$ cat config.mk
export PLATFORM = sky130hd
export DESIGN_NAME = led_grid_update_filter_core_flat
export DESIGN_NICKNAME = d
export VERILOG_FILES = /design/src/sv/lguf_pkg.sv /design/src/sv/lguf_in_if.sv /design/src/sv/lguf_out_if.sv /design/src/sv/lguf_ram.sv /design/src/sv/lguf_decode.sv /design/src/sv/led_grid_update_filter_core.sv /design/src/flat_wrapper.sv
export SDC_FILE = /design/constraint.sdc
export NUM_CORES = 1
export LEC_CHECK = 0
export BUFFER_PORTS_ARGS = -buffer_cell sky130_fd_sc_hd__clkbuf_2
export CORE_UTILIZATION = 37
export DETAILED_ROUTE_END_ITERATION = 8
export MAX_ROUTING_LAYER = met4
export SLEW_MARGIN = 20
export SYNTH_ARGS = -nofsm -noshare
export SYNTH_HDL_FRONTEND = slang
export SYNTH_HIERARCHICAL = 1
export SYNTH_SLANG_ARGS = --single-unit
$ cat constraint.sdc
create_clock -name clk -period 9.33 [get_ports clk]
set_input_delay 0 -clock clk [delete_from_list [all_inputs] [get_ports clk]]
set_output_delay 0 -clock clk [all_outputs]
set_load 0.01 [all_outputs]
$ cat src/sv/lguf_pkg.sv
// shared types and constants for the led grid update filter
package lguf_pkg;

  localparam int unsigned COORD_W   = 5;
  localparam int unsigned RED_W     = 4;
  localparam int unsigned GREEN_W   = 3;
  localparam int unsigned INTEN_W   = 8;
  localparam int unsigned CHAN_W    = 4;
  localparam int unsigned LIGHT_W   = 7;
  localparam int unsigned CFG_IDX_W = 2;
  localparam int unsigned CFG_DAT_W = 4;

  localparam int unsigned CACHE_DEPTH = 80;
  localparam int unsigned CACHE_AW    = $clog2(CACHE_DEPTH);

  localparam logic [CACHE_AW-1:0] SIDE_BASE  = CACHE_AW'(64);
  localparam logic [CACHE_AW-1:0] TOP_BASE   = CACHE_AW'(72);
  localparam logic [LIGHT_W-1:0]  CC_BASE    = LIGHT_W'(104);
  localparam logic [LIGHT_W-1:0]  SIDE_NOTE  = LIGHT_W'(8);
  localparam logic [LIGHT_W-1:0]  FULL_VALUE = LIGHT_W'(127);

  localparam logic MSG_NOTE = 1'b0;
  localparam logic MSG_CC   = 1'b1;

  localparam logic [CFG_IDX_W-1:0] CFG_CONTROLLER_PRESENT = CFG_IDX_W'(0);
  localparam logic [CFG_IDX_W-1:0] CFG_INTENSITY_MODE     = CFG_IDX_W'(1);
  localparam logic [CFG_IDX_W-1:0] CFG_CHANNEL_PAGE       = CFG_IDX_W'(2);

  typedef struct packed {
    logic [CACHE_AW-1:0] addr;
    logic [LIGHT_W-1:0]  value;
    logic [LIGHT_W-1:0]  number;
    logic                msg_kind;
    logic                emit;
    logic                force_req;
  } item_t;

endpackage

$ cat src/sv/lguf_in_if.sv
// input channel carrying one light update per transaction
interface lguf_in_if;
  logic                                valid;
  logic                                ready;
  logic signed [lguf_pkg::COORD_W-1:0] column;
  logic signed [lguf_pkg::COORD_W-1:0] row;
  logic [lguf_pkg::RED_W-1:0]          red_level;
  logic [lguf_pkg::GREEN_W-1:0]        green_level;
  logic [lguf_pkg::INTEN_W-1:0]        intensity;
  logic                                force_req;

  modport source (output valid, column, row, red_level, green_level, intensity, force_req,
                  input ready);
  modport sink (input valid, column, row, red_level, green_level, intensity, force_req,
                output ready);
endinterface

$ cat src/sv/lguf_out_if.sv
// result channel carrying one light message per transaction
interface lguf_out_if;
  logic                         valid;
  logic                         ready;
  logic                         msg_kind;
  logic [lguf_pkg::CHAN_W-1:0]  channel;
  logic [lguf_pkg::LIGHT_W-1:0] number;
  logic [lguf_pkg::LIGHT_W-1:0] value;

  modport source (output valid, msg_kind, channel, number, value, input ready);
  modport sink (input valid, msg_kind, channel, number, value, output ready);
endinterface

$ cat src/sv/lguf_ram.sv
// generic single write port ram with registered read
module lguf_ram #(
  parameter int unsigned WIDTH = 7,
  parameter int unsigned DEPTH = 80
) (
  input  logic                     clk,
  input  logic                     we,
  input  logic [$clog2(DEPTH)-1:0] waddr,
  input  logic [WIDTH-1:0]         wdata,
  input  logic                     re,
  input  logic [$clog2(DEPTH)-1:0] raddr,
  output logic [WIDTH-1:0]         rdata
);

  logic [WIDTH-1:0] mem [DEPTH];
  logic [WIDTH-1:0] rdata_r;

  always_ff @(posedge clk) begin
    if (we) begin
      mem[waddr] <= wdata;
    end
    if (re) begin
      rdata_r <= mem[raddr];
    end
  end

  assign rdata = rdata_r;

endmodule

$ cat src/sv/lguf_decode.sv
// position check, cache address, light value and message number for one update
module lguf_decode (
  input  logic signed [lguf_pkg::COORD_W-1:0] column,
  input  logic signed [lguf_pkg::COORD_W-1:0] row,
  input  logic [lguf_pkg::RED_W-1:0]          red_level,
  input  logic [lguf_pkg::GREEN_W-1:0]        green_level,
  input  logic [lguf_pkg::INTEN_W-1:0]        intensity,
  input  logic                                force_req,
  input  logic                                controller_present,
  input  logic                                intensity_mode,
  output logic                                keep,
  output lguf_pkg::item_t                     item
);
  import lguf_pkg::*;

  localparam int unsigned PROD_W = INTEN_W + LIGHT_W;

  logic              col_strip, row_strip, col_ok, row_ok;
  logic [2:0]        col3, row3;
  logic [PROD_W-1:0] prod;
  logic [INTEN_W-1:0] scaled;
  logic [LIGHT_W-1:0] inten_val;

  assign col_strip = (column == '1);
  assign row_strip = (row == '1);
  assign col_ok    = col_strip || (column[COORD_W-1:3] == '0);
  assign row_ok    = row_strip || (row[COORD_W-1:3] == '0);
  assign col3      = column[2:0];
  assign row3      = row[2:0];

  assign keep = controller_present && col_ok && row_ok && !(col_strip && row_strip);

  // intensity times full scale, shifted down by seven bits and saturated at full scale
  assign prod      = PROD_W'(intensity) * PROD_W'(FULL_VALUE);
  assign scaled    = prod[PROD_W-1:LIGHT_W];
  assign inten_val = (scaled > INTEN_W'(FULL_VALUE)) ? FULL_VALUE : scaled[LIGHT_W-1:0];

  always_comb begin
    item           = '0;
    item.force_req = force_req;
    item.value     = intensity_mode ? inten_val : {green_level, red_level};

    priority if (col_strip) begin
      item.addr = SIDE_BASE + CACHE_AW'(row3);
    end else if (row_strip) begin
      item.addr = TOP_BASE + CACHE_AW'(col3);
    end else begin
      item.addr = {1'b0, row3, col3};
    end

    priority if (intensity_mode) begin
      item.msg_kind = MSG_NOTE;
      item.emit     = !col_strip && !row_strip;
      item.number   = {1'b0, ~row3, col3};
    end else if (col_strip) begin
      item.msg_kind = MSG_NOTE;
      item.emit     = 1'b1;
      item.number   = SIDE_NOTE | {~row3, 4'b0000};
    end else if (row_strip) begin
      item.msg_kind = MSG_CC;
      item.emit     = 1'b1;
      item.number   = CC_BASE + LIGHT_W'(col3);
    end else begin
      item.msg_kind = MSG_NOTE;
      item.emit     = 1'b1;
      item.number   = {~row3, 1'b0, col3};
    end
  end

endmodule

$ cat src/sv/led_grid_update_filter_core.sv
// led grid update filter: one light update in, at most one light message out
// a message passes the update stage and result registers after its input transaction is accepted
// throughput: one update per cycle unless output stalls; one cache ram read and write per update
// the cache ram is read at accept, written as the update stage fires; bypass for back-to-back hits
// reset: synchronous active low; clears config registers, pipeline valids and per-entry valid bits
// an entry never written since reset reads as zero, so no clearing pass is needed
module led_grid_update_filter_core (
  input  logic                               clk,
  input  logic                               rst_n,
  lguf_in_if.sink                            in_chan,
  lguf_out_if.source                         out_chan,
  input  logic                               cfg_we,
  input  logic [lguf_pkg::CFG_IDX_W-1:0]     cfg_index,
  input  logic [lguf_pkg::CFG_DAT_W-1:0]     cfg_wdata
);
  import lguf_pkg::*;

  logic                 controller_present_r;
  logic                 intensity_mode_r;
  logic [CHAN_W-1:0]    channel_page_r;

  logic                 dec_keep;
  item_t                dec_item;
  logic                 in_accept;

  logic                 s1_valid_r, s1_valid_nxt;
  item_t                s1_item_r;
  logic                 s1_fire, s1_changed, s1_send;

  logic [LIGHT_W-1:0]   ram_rdata, cur_value;
  logic                 cache_we;
  logic [CACHE_DEPTH-1:0] entry_valid_r;

  logic                 lw_valid_r;
  logic [CACHE_AW-1:0]  lw_addr_r;
  logic [LIGHT_W-1:0]   lw_data_r;

  logic                 out_valid_r, out_valid_nxt, out_free;
  logic                 out_kind_r;
  logic [CHAN_W-1:0]    out_channel_r;
  logic [LIGHT_W-1:0]   out_number_r, out_value_r;

  // configuration registers
  always_ff @(posedge clk) begin
    if (!rst_n) begin
      controller_present_r <= 1'b0;
      intensity_mode_r     <= 1'b0;
      channel_page_r       <= '0;
    end else if (cfg_we) begin
      unique case (cfg_index)
        CFG_CONTROLLER_PRESENT: controller_present_r <= cfg_wdata[0];
        CFG_INTENSITY_MODE:     intensity_mode_r     <= cfg_wdata[0];
        CFG_CHANNEL_PAGE:       channel_page_r       <= cfg_wdata[CHAN_W-1:0];
        default: ;
      endcase
    end
  end

  lguf_decode u_decode (
    .column             (in_chan.column),
    .row                (in_chan.row),
    .red_level          (in_chan.red_level),
    .green_level        (in_chan.green_level),
    .intensity          (in_chan.intensity),
    .force_req          (in_chan.force_req),
    .controller_present (controller_present_r),
    .intensity_mode     (intensity_mode_r),
    .keep               (dec_keep),
    .item               (dec_item)
  );

  // handshake
  assign out_free     = !out_valid_r || out_chan.ready;
  assign s1_fire      = s1_valid_r && (!s1_send || out_free);
  assign in_chan.ready = !s1_valid_r || s1_fire;
  assign in_accept    = in_chan.valid && in_chan.ready;

  lguf_ram #(
    .WIDTH (LIGHT_W),
    .DEPTH (CACHE_DEPTH)
  ) u_cache_ram (
    .clk   (clk),
    .we    (cache_we),
    .waddr (s1_item_r.addr),
    .wdata (s1_item_r.value),
    .re    (in_accept),
    .raddr (dec_item.addr),
    .rdata (ram_rdata)
  );

  // cached value with bypass of the latest write
  always_comb begin
    priority if (lw_valid_r && (lw_addr_r == s1_item_r.addr)) begin
      cur_value = lw_data_r;
    end else if (entry_valid_r[s1_item_r.addr]) begin
      cur_value = ram_rdata;
    end else begin
      cur_value = '0;
    end
  end

  assign s1_changed = (cur_value != s1_item_r.value) || s1_item_r.force_req;
  assign s1_send    = s1_changed && s1_item_r.emit;
  assign cache_we   = s1_fire && s1_changed;

  assign s1_valid_nxt = in_accept ? dec_keep : (s1_fire ? 1'b0 : s1_valid_r);

  always_ff @(posedge clk) begin
    if (!rst_n) begin
      s1_valid_r    <= 1'b0;
      entry_valid_r <= '0;
      lw_valid_r    <= 1'b0;
    end else begin
      s1_valid_r <= s1_valid_nxt;
      if (cache_we) begin
        entry_valid_r[s1_item_r.addr] <= 1'b1;
        lw_valid_r                    <= 1'b1;
      end
    end
  end

  always_ff @(posedge clk) begin
    if (in_accept) begin
      s1_item_r <= dec_item;
    end
    if (cache_we) begin
      lw_addr_r <= s1_item_r.addr;
      lw_data_r <= s1_item_r.value;
    end
  end

  // result register
  assign out_valid_nxt = (s1_fire && s1_send) ? 1'b1 : (out_chan.ready ? 1'b0 : out_valid_r);

  always_ff @(posedge clk) begin
    if (!rst_n) begin
      out_valid_r <= 1'b0;
    end else begin
      out_valid_r <= out_valid_nxt;
    end
  end

  always_ff @(posedge clk) begin
    if (s1_fire && s1_send) begin
      out_kind_r    <= s1_item_r.msg_kind;
      out_channel_r <= channel_page_r;
      out_number_r  <= s1_item_r.number;
      out_value_r   <= s1_item_r.value;
    end
  end

  assign out_chan.valid    = out_valid_r;
  assign out_chan.msg_kind = out_kind_r;
  assign out_chan.channel  = out_channel_r;
  assign out_chan.number   = out_number_r;
  assign out_chan.value    = out_value_r;

  // a held update is only ever waiting on a stalled message
  a_s1_hold: assert property (@(posedge clk) disable iff (!rst_n)
    (s1_valid_r && !s1_fire) |-> (out_valid_r && !out_chan.ready))
    else $error("update held without a stalled message");

  // a sent message shows up in the result register next cycle
  a_send_out: assert property (@(posedge clk) disable iff (!rst_n)
    (s1_fire && s1_send) |=> out_valid_r)
    else $error("message lost between stages");

  // a cache write marks its entry valid and the bypass valid
  a_entry_valid: assert property (@(posedge clk) disable iff (!rst_n)
    cache_we |=> (entry_valid_r[$past(s1_item_r.addr)] && lw_valid_r))
    else $error("cache entry not marked after write");

  // an empty update stage always takes input
  a_ready_empty: assert property (@(posedge clk) disable iff (!rst_n)
    !s1_valid_r |-> in_chan.ready)
    else $error("input stalled with empty update stage");

endmodule
$ cat src/flat_wrapper.sv
// flat-port wrapper written by rule: the top's interface ports become plain ports
module led_grid_update_filter_core_flat import lguf_pkg::*;
  (clk, rst_n, cfg_we, cfg_index, cfg_wdata, in_chan_valid, in_chan_column, in_chan_row, in_chan_red_level, in_chan_green_level, in_chan_intensity, in_chan_force_req, in_chan_ready, out_chan_valid, out_chan_msg_kind, out_chan_channel, out_chan_number, out_chan_value, out_chan_ready);
  lguf_in_if in_chan_i ();
  lguf_out_if out_chan_i ();
  input  logic clk;
  input  logic rst_n;
  input  logic cfg_we;
  input  logic [lguf_pkg::CFG_IDX_W-1:0] cfg_index;
  input  logic [lguf_pkg::CFG_DAT_W-1:0] cfg_wdata;
  input wire logic [$bits(in_chan_i.valid)-1:0] in_chan_valid;
  input wire logic [$bits(in_chan_i.column)-1:0] in_chan_column;
  input wire logic [$bits(in_chan_i.row)-1:0] in_chan_row;
  input wire logic [$bits(in_chan_i.red_level)-1:0] in_chan_red_level;
  input wire logic [$bits(in_chan_i.green_level)-1:0] in_chan_green_level;
  input wire logic [$bits(in_chan_i.intensity)-1:0] in_chan_intensity;
  input wire logic [$bits(in_chan_i.force_req)-1:0] in_chan_force_req;
  output wire logic [$bits(in_chan_i.ready)-1:0] in_chan_ready;
  output wire logic [$bits(out_chan_i.valid)-1:0] out_chan_valid;
  output wire logic [$bits(out_chan_i.msg_kind)-1:0] out_chan_msg_kind;
  output wire logic [$bits(out_chan_i.channel)-1:0] out_chan_channel;
  output wire logic [$bits(out_chan_i.number)-1:0] out_chan_number;
  output wire logic [$bits(out_chan_i.value)-1:0] out_chan_value;
  input wire logic [$bits(out_chan_i.ready)-1:0] out_chan_ready;
  assign in_chan_i.valid = in_chan_valid;
  assign in_chan_i.column = in_chan_column;
  assign in_chan_i.row = in_chan_row;
  assign in_chan_i.red_level = in_chan_red_level;
  assign in_chan_i.green_level = in_chan_green_level;
  assign in_chan_i.intensity = in_chan_intensity;
  assign in_chan_i.force_req = in_chan_force_req;
  assign in_chan_ready = in_chan_i.ready;
  assign out_chan_valid = out_chan_i.valid;
  assign out_chan_msg_kind = out_chan_i.msg_kind;
  assign out_chan_channel = out_chan_i.channel;
  assign out_chan_number = out_chan_i.number;
  assign out_chan_value = out_chan_i.value;
  assign out_chan_i.ready = out_chan_ready;
  led_grid_update_filter_core u_core (.clk(clk), .rst_n(rst_n), .in_chan(in_chan_i), .out_chan(out_chan_i), .cfg_we(cfg_we), .cfg_index(cfg_index), .cfg_wdata(cfg_wdata));
endmodule
==> out/summary.json <==
{
  "outcome": {"value": "finished clean"},
  "synthesis.area": {"value": 29520, "unit": "um2"},
  "totalPowerFinal": {"value": 7.238, "unit": "mW"},
  "clock.fmax": {"value": 182.7, "unit": "MHz"},
  "hold_path.class": {"value": "in -> reg"},
  "yosysWarningCount": {"value": 6},
  "grt_max_degree": {"value": 142},
  "setup.worst_path.end": {"value": "u_core/u_cache_ram/mem[7][2]$_DFFE_PP_"},
  "filler_cell_count": {"value": 6886},
  "timing.reg2reg.worst_path_depth": {"value": 12},
  "dr.pass1.iters": {"value": 6},
  "floorplan.rows": {"value": 103},
  "die_area": {"value": 80920, "unit": "um2"},
  "multi_input_area": {"value": 8344, "unit": "um2"},
  "synth_top_area_share": {"value": 63.47, "unit": "%"},
  "input_output_buffers": {"value": 57},
  "grt_setup_unrepaired": {"value": "false"},
  "worstSetupStartpointType": {"value": "flop"},
  "worst_setup_path_end_kind": {"value": "flop"},
  "insertion_delay": {"value": 0.62, "unit": "ns"},
  "die_w": {"value": 284.5, "unit": "um"},
  "syn_nets": {"value": 1804},
  "timing.rr.end": {"value": "u_core/u_cache_ram/mem[7][2]$_DFFE_PP_"},
  "switching_share": {"value": 23.27, "unit": "%"},
  "timing.critical_path.cells": {"value": "buf_4, nor2b_1, a221oi_1, o22ai_1, a22o_1, nor4_2, mux2i_1, a211oi_4, nor2_1, buf_4, nand4_1, nor2_1"},
  "numClockSinks": {"value": 713},
  "power.switching": {"value": 1.685, "unit": "mW"},
  "cts_tree": {"value": "yes"},
  "grt_use_total": {"value": 17.97, "unit": "%"},
  "post_drt_wl_per_cell": {"value": 24.08, "unit": "um"},
  "fin_nets": {"value": 1909},
  "place.gp.congestion": {"value": 0.8672},
  "max_root_sink_buffers": {"value": 3},
  "synth_largest_area_cell": {"value": "sky130_fd_sc_hd__edfxtp_1"},
  "timing.critical_path.fanout_max": {"value": 33},
  "worst_ep_required_time": {"value": 9.57, "unit": "ns"},
  "cts-buffers-inserted": {"value": 73},
  "ys_types": {"value": 66},
  "register_area": {"value": 20520, "unit": "um2"},
  "final_layout_size_suffix_gt1_share": {"value": 18.41, "unit": "%"},
  "standby_leakage_power": {"value": 11.01, "unit": "nW"},
  "critical_path.reg2reg.startpoint": {"value": "u_core/s1_item_r[17]$_DFFE_PP_"},
  "via_count": {"value": 16120},
  "final-setup-viol-count": {"value": 0},
  "post_synth_edffs": {"value": 624},
  "via_count_of_the_first_global_routing_pass": {"value": 16100},
  "die_h": {"value": 284.5, "unit": "um"},
  "ys_seq_area_share": {"value": 69.51, "unit": "%"},
  "antenna_left": {"value": 0},
  "drtIter0Drc": {"value": 1676},
  "combPwrFrac": {"value": 10.5, "unit": "%"},
  "fin_crit_sh": {"value": 58.66, "unit": "%"},
  "totalNegativeSetupSlack": {"value": 0, "unit": "ns"},
  "critical_path_class": {"value": "reg -> reg"},
  "synth_ff_type": {"value": "sky130_fd_sc_hd__edfxtp_1"},
  "worstSetupStartpoint": {"value": "u_core/s1_item_r[17]$_DFFE_PP_"},
  "core": {"value": 79000, "unit": "um2"},
  "finalMaxSlewViolations": {"value": 0},
  "maxCapViolations": {"value": 0},
  "yosys_register_bits": {"value": 713},
  "arrival": {"value": 5.71, "unit": "ns"},
  "number_of_standard_cells_after_synthesis": {"value": 1713},
  "grt_antenna_before_repair": {"value": 1},
  "synth.top_cells.by_area": {"value": "sky130_fd_sc_hd__edfxtp_1, sky130_fd_sc_hd__mux4_2, sky130_fd_sc_hd__dfxtp_1, sky130_fd_sc_hd__mux2i_1, sky130_fd_sc_hd__o31ai_1"},
  "grt_overflow": {"value": 0},
  "synth_area_per_cell": {"value": 17.23, "unit": "um2"},
  "worst_pin_slew": {"value": 1.116, "unit": "ns"},
  "detailed_place_hpwl": {"value": 43360, "unit": "um"},
  "finalClockSkew": {"value": 0.02819, "unit": "ns"},
  "cts-htree-levels": {"value": 3},
  "critical_path.max_stage_delay": {"value": 0.91, "unit": "ns"},
  "seqPwrFrac": {"value": 48.8, "unit": "%"},
  "ys_async_sr_fraction": {"value": 0, "unit": "%"},
  "grt_pass1_wl": {"value": 105500, "unit": "um"},
  "cts_root_buffer": {"value": "sky130_fd_sc_hd__clkbuf_16"},
  "viasPerCell": {"value": 5.502},
  "normalized_max_slew_margin": {"value": 25.41, "unit": "%"},
  "power.density": {"value": 214.9, "unit": "nW/um2"},
  "cts.clk_slew.worst_paths": {"value": 0.06, "unit": "ns"},
  "crit_slowest_cell": {"value": "sky130_fd_sc_hd__nand4_1"},
  "power.clock.fraction": {"value": 40.8, "unit": "%"},
  "timing.critical_path.buf_inv": {"value": 2},
  "critical_path.top_delay_family": {"value": "simple AND/OR/NAND/NOR gates"},
  "wirelength": {"value": 70570, "unit": "um"},
  "start_util": {"value": 37.37, "unit": "%"},
  "timing.final.hold_violations": {"value": 0},
  "synthToLayoutAreaGrowth": {"value": 14.11, "unit": "%"},
  "critical_path_cell_count": {"value": 12},
  "remaining_drc_errors": {"value": 0},
  "ios": {"value": 58},
  "vdd.ir_drop.worst": {"value": 0.0001218, "unit": "V"},
  "internal-power": {"value": 5.554, "unit": "mW"},
  "r2r_slack": {"value": 3.86, "unit": "ns"},
  "period_minus_slack": {"value": 5.473, "unit": "ns"}
}
## metrics by stage
| step | std cells | worst slack (ns) | area (um2) | hold slack (ns) | util, % |
|---|---|---|---|---|---|
| 2_1_floorplan | 1713 | 4.524 | 29520 | 0.1324 | - |
| 4_1_cts | 2928 | 3.608 | 33670 | 0.01059 | 42.62 |
| 6_report | 2930 | 3.857 | 33690 | 0.05069 | 42.64 |
| 3_3_place_gp | 2758 | 3.734 | 30880 | 0.2539 | 39.09 |
| 3_5_place_dp | 2758 | 3.674 | 30890 | 0.2397 | 39.10 |
| 5_1_grt | 2930 | 3.541 | 33690 | 0.05750 | 42.64 |
## timing repair
item,4_1_cts,5_1_grt
buffers inserted,0,0
hold buffers,34,0
endpoints found under the hold margin,25,0
resized for setup,0,0
## worst min-delay path by stage
| stage | startpoint | end | slack, ns | cells past startpoint |
|---|---|---|---|---|
| finish | in_chan_column[4] | u_core/s1_item_r[5]$_DFFE_PP_ | 0.05 | 3 |
| global route | in_chan_column[4] | u_core/s1_item_r[5]$_DFFE_PP_ | 0.06 | 3 |
| CTS | in_chan_column[4] | u_core/s1_item_r[5]$_DFFE_PP_ | 0.01 | 3 |
| detailed placement | in_chan_force_req | u_core/s1_item_r[0]$_DFFE_PP_ | 0.24 | 1 |
| global placement | in_chan_force_req | u_core/s1_item_r[0]$_DFFE_PP_ | 0.25 | 1 |
| floorplan | in_chan_valid | u_core/s1_valid_r$_SDFFE_PN0P_ | 0.13 | 2 |
## sequential cells by signal (all words and copies together) (netlist names), 4 cells and up
name	flops
u_core/out_chan.value	7
u_core/s1_item_r	24
u_core/out_chan.number	7
u_core/channel_page_r	4
u_core/u_cache_ram/rdata	7
u_core/out_chan.channel	4
u_core/u_cache_ram/mem	560
u_core/entry_valid_r	80
u_core/lw_addr_r	7
u_core/lw_data_r	7
## power groups by stage
stage,registers [mW],logic (mW),clock network (mW)
floorplan,3.62,0.506,0
global placement,3.60,0.738,0
detailed placement,3.60,0.749,0
CTS,3.53,0.764,3.01
global route,3.53,0.840,3.13
finish,3.53,0.758,2.95
## layer usage
layer | up-vias | wire [um] | global-route usage, % | part of all wire [%]
met2 | 641 | 34770 | 28.75 | 49
met1 | 8364 | 29860 | 23.72 | 42
met4 | 0 | 1463 | 5.269 | 2.1
met5 | - | 0 | - | 0
li1 | 7013 | - | - | -
met3 | 103 | 4476 | 2.801 | 6.3
## layout make-up
cell class              count  share of cell area, %
diodes                      1               0.007429
clock buffers              94                  5.935
clock inverters            42                  1.296
inverters                  59                 0.6574
multi-input cells         853                  24.77
flip-flops and latches    713                  60.91
well taps                1050                  3.900
repair buffers            118                  2.518
## logic make-up (layout without fill, tap and decap cells)
kind of cell	after synthesis	in the layout	synth area share [%]
AO/OA/AOI/OAI	209	209	5.357
XOR/XNOR	22	22	0.6527
adder cells (fa/ha/maj)	54	54	2.797
buffers and inverters	147	313	2.373
flip-flops	713	713	69.51
multiplexers	218	218	13.91
other	0	1	0
AND/OR/NAND/NOR	350	350	5.400
## worst reg2reg max path: cells and delay by family (launching register included)
kind | cells | cell delay (ns)
and+or+nand+nor | 5 | 2.61
buffers and inverters | 2 | 0.75
muxes | 1 | 0.35
AOI/OAI and AO/OA | 4 | 0.81
DFF | 1 | 0.60
## synth_stat cells, types with 6 or more instances
cell / number
sky130_fd_sc_hd__buf_6: 7
sky130_fd_sc_hd__a221oi_1: 12
sky130_fd_sc_hd__inv_1: 57
sky130_fd_sc_hd__mux4_2: 140
sky130_fd_sc_hd__xor2_1: 12
sky130_fd_sc_hd__nand2_1: 138
sky130_fd_sc_hd__a21oi_1: 7
sky130_fd_sc_hd__nand3_1: 19
sky130_fd_sc_hd__o21a_1: 7
sky130_fd_sc_hd__buf_4: 14
sky130_fd_sc_hd__nand2b_1: 8
sky130_fd_sc_hd__clkbuf_1: 35
sky130_fd_sc_hd__mux4_1: 10
sky130_fd_sc_hd__nand4_1: 15
sky130_fd_sc_hd__a22oi_1: 48
sky130_fd_sc_hd__o31ai_1: 82
sky130_fd_sc_hd__edfxtp_1: 624
sky130_fd_sc_hd__mux2i_1: 63
sky130_fd_sc_hd__nand3b_1: 6
sky130_fd_sc_hd__nor2_1: 102
sky130_fd_sc_hd__fa_1: 20
sky130_fd_sc_hd__buf_2: 26
sky130_fd_sc_hd__xnor2_1: 10
sky130_fd_sc_hd__o22a_1: 8
sky130_fd_sc_hd__nor2b_1: 20
sky130_fd_sc_hd__nor3_1: 9
sky130_fd_sc_hd__o21ai_0: 6
sky130_fd_sc_hd__and3_1: 6
sky130_fd_sc_hd__dfxtp_1: 89
sky130_fd_sc_hd__ha_1: 34
## cell usage in the layout, fill, tap and decap left out, drive strengths merged, types with 7 or more instances in the layout
master / n
o21ai: 9
o21a: 7
nand4: 15
nor3: 9
nand3: 19
o22a: 8
mux4: 150
ha: 34
nor2b: 20
xnor2: 10
bufinv: 8
fa: 20
a21oi: 9
edfxtp: 624
dfxtp: 89
buf: 27
mux2i: 63
inv: 61
a22oi: 48
xor2: 12
o31ai: 82
nor2: 102
nand2: 138
a221oi: 12
clkinv: 30
clkbuf: 151
dlygate4sd3: 34
nand2b: 8
(Power assumes the default switching activity.)
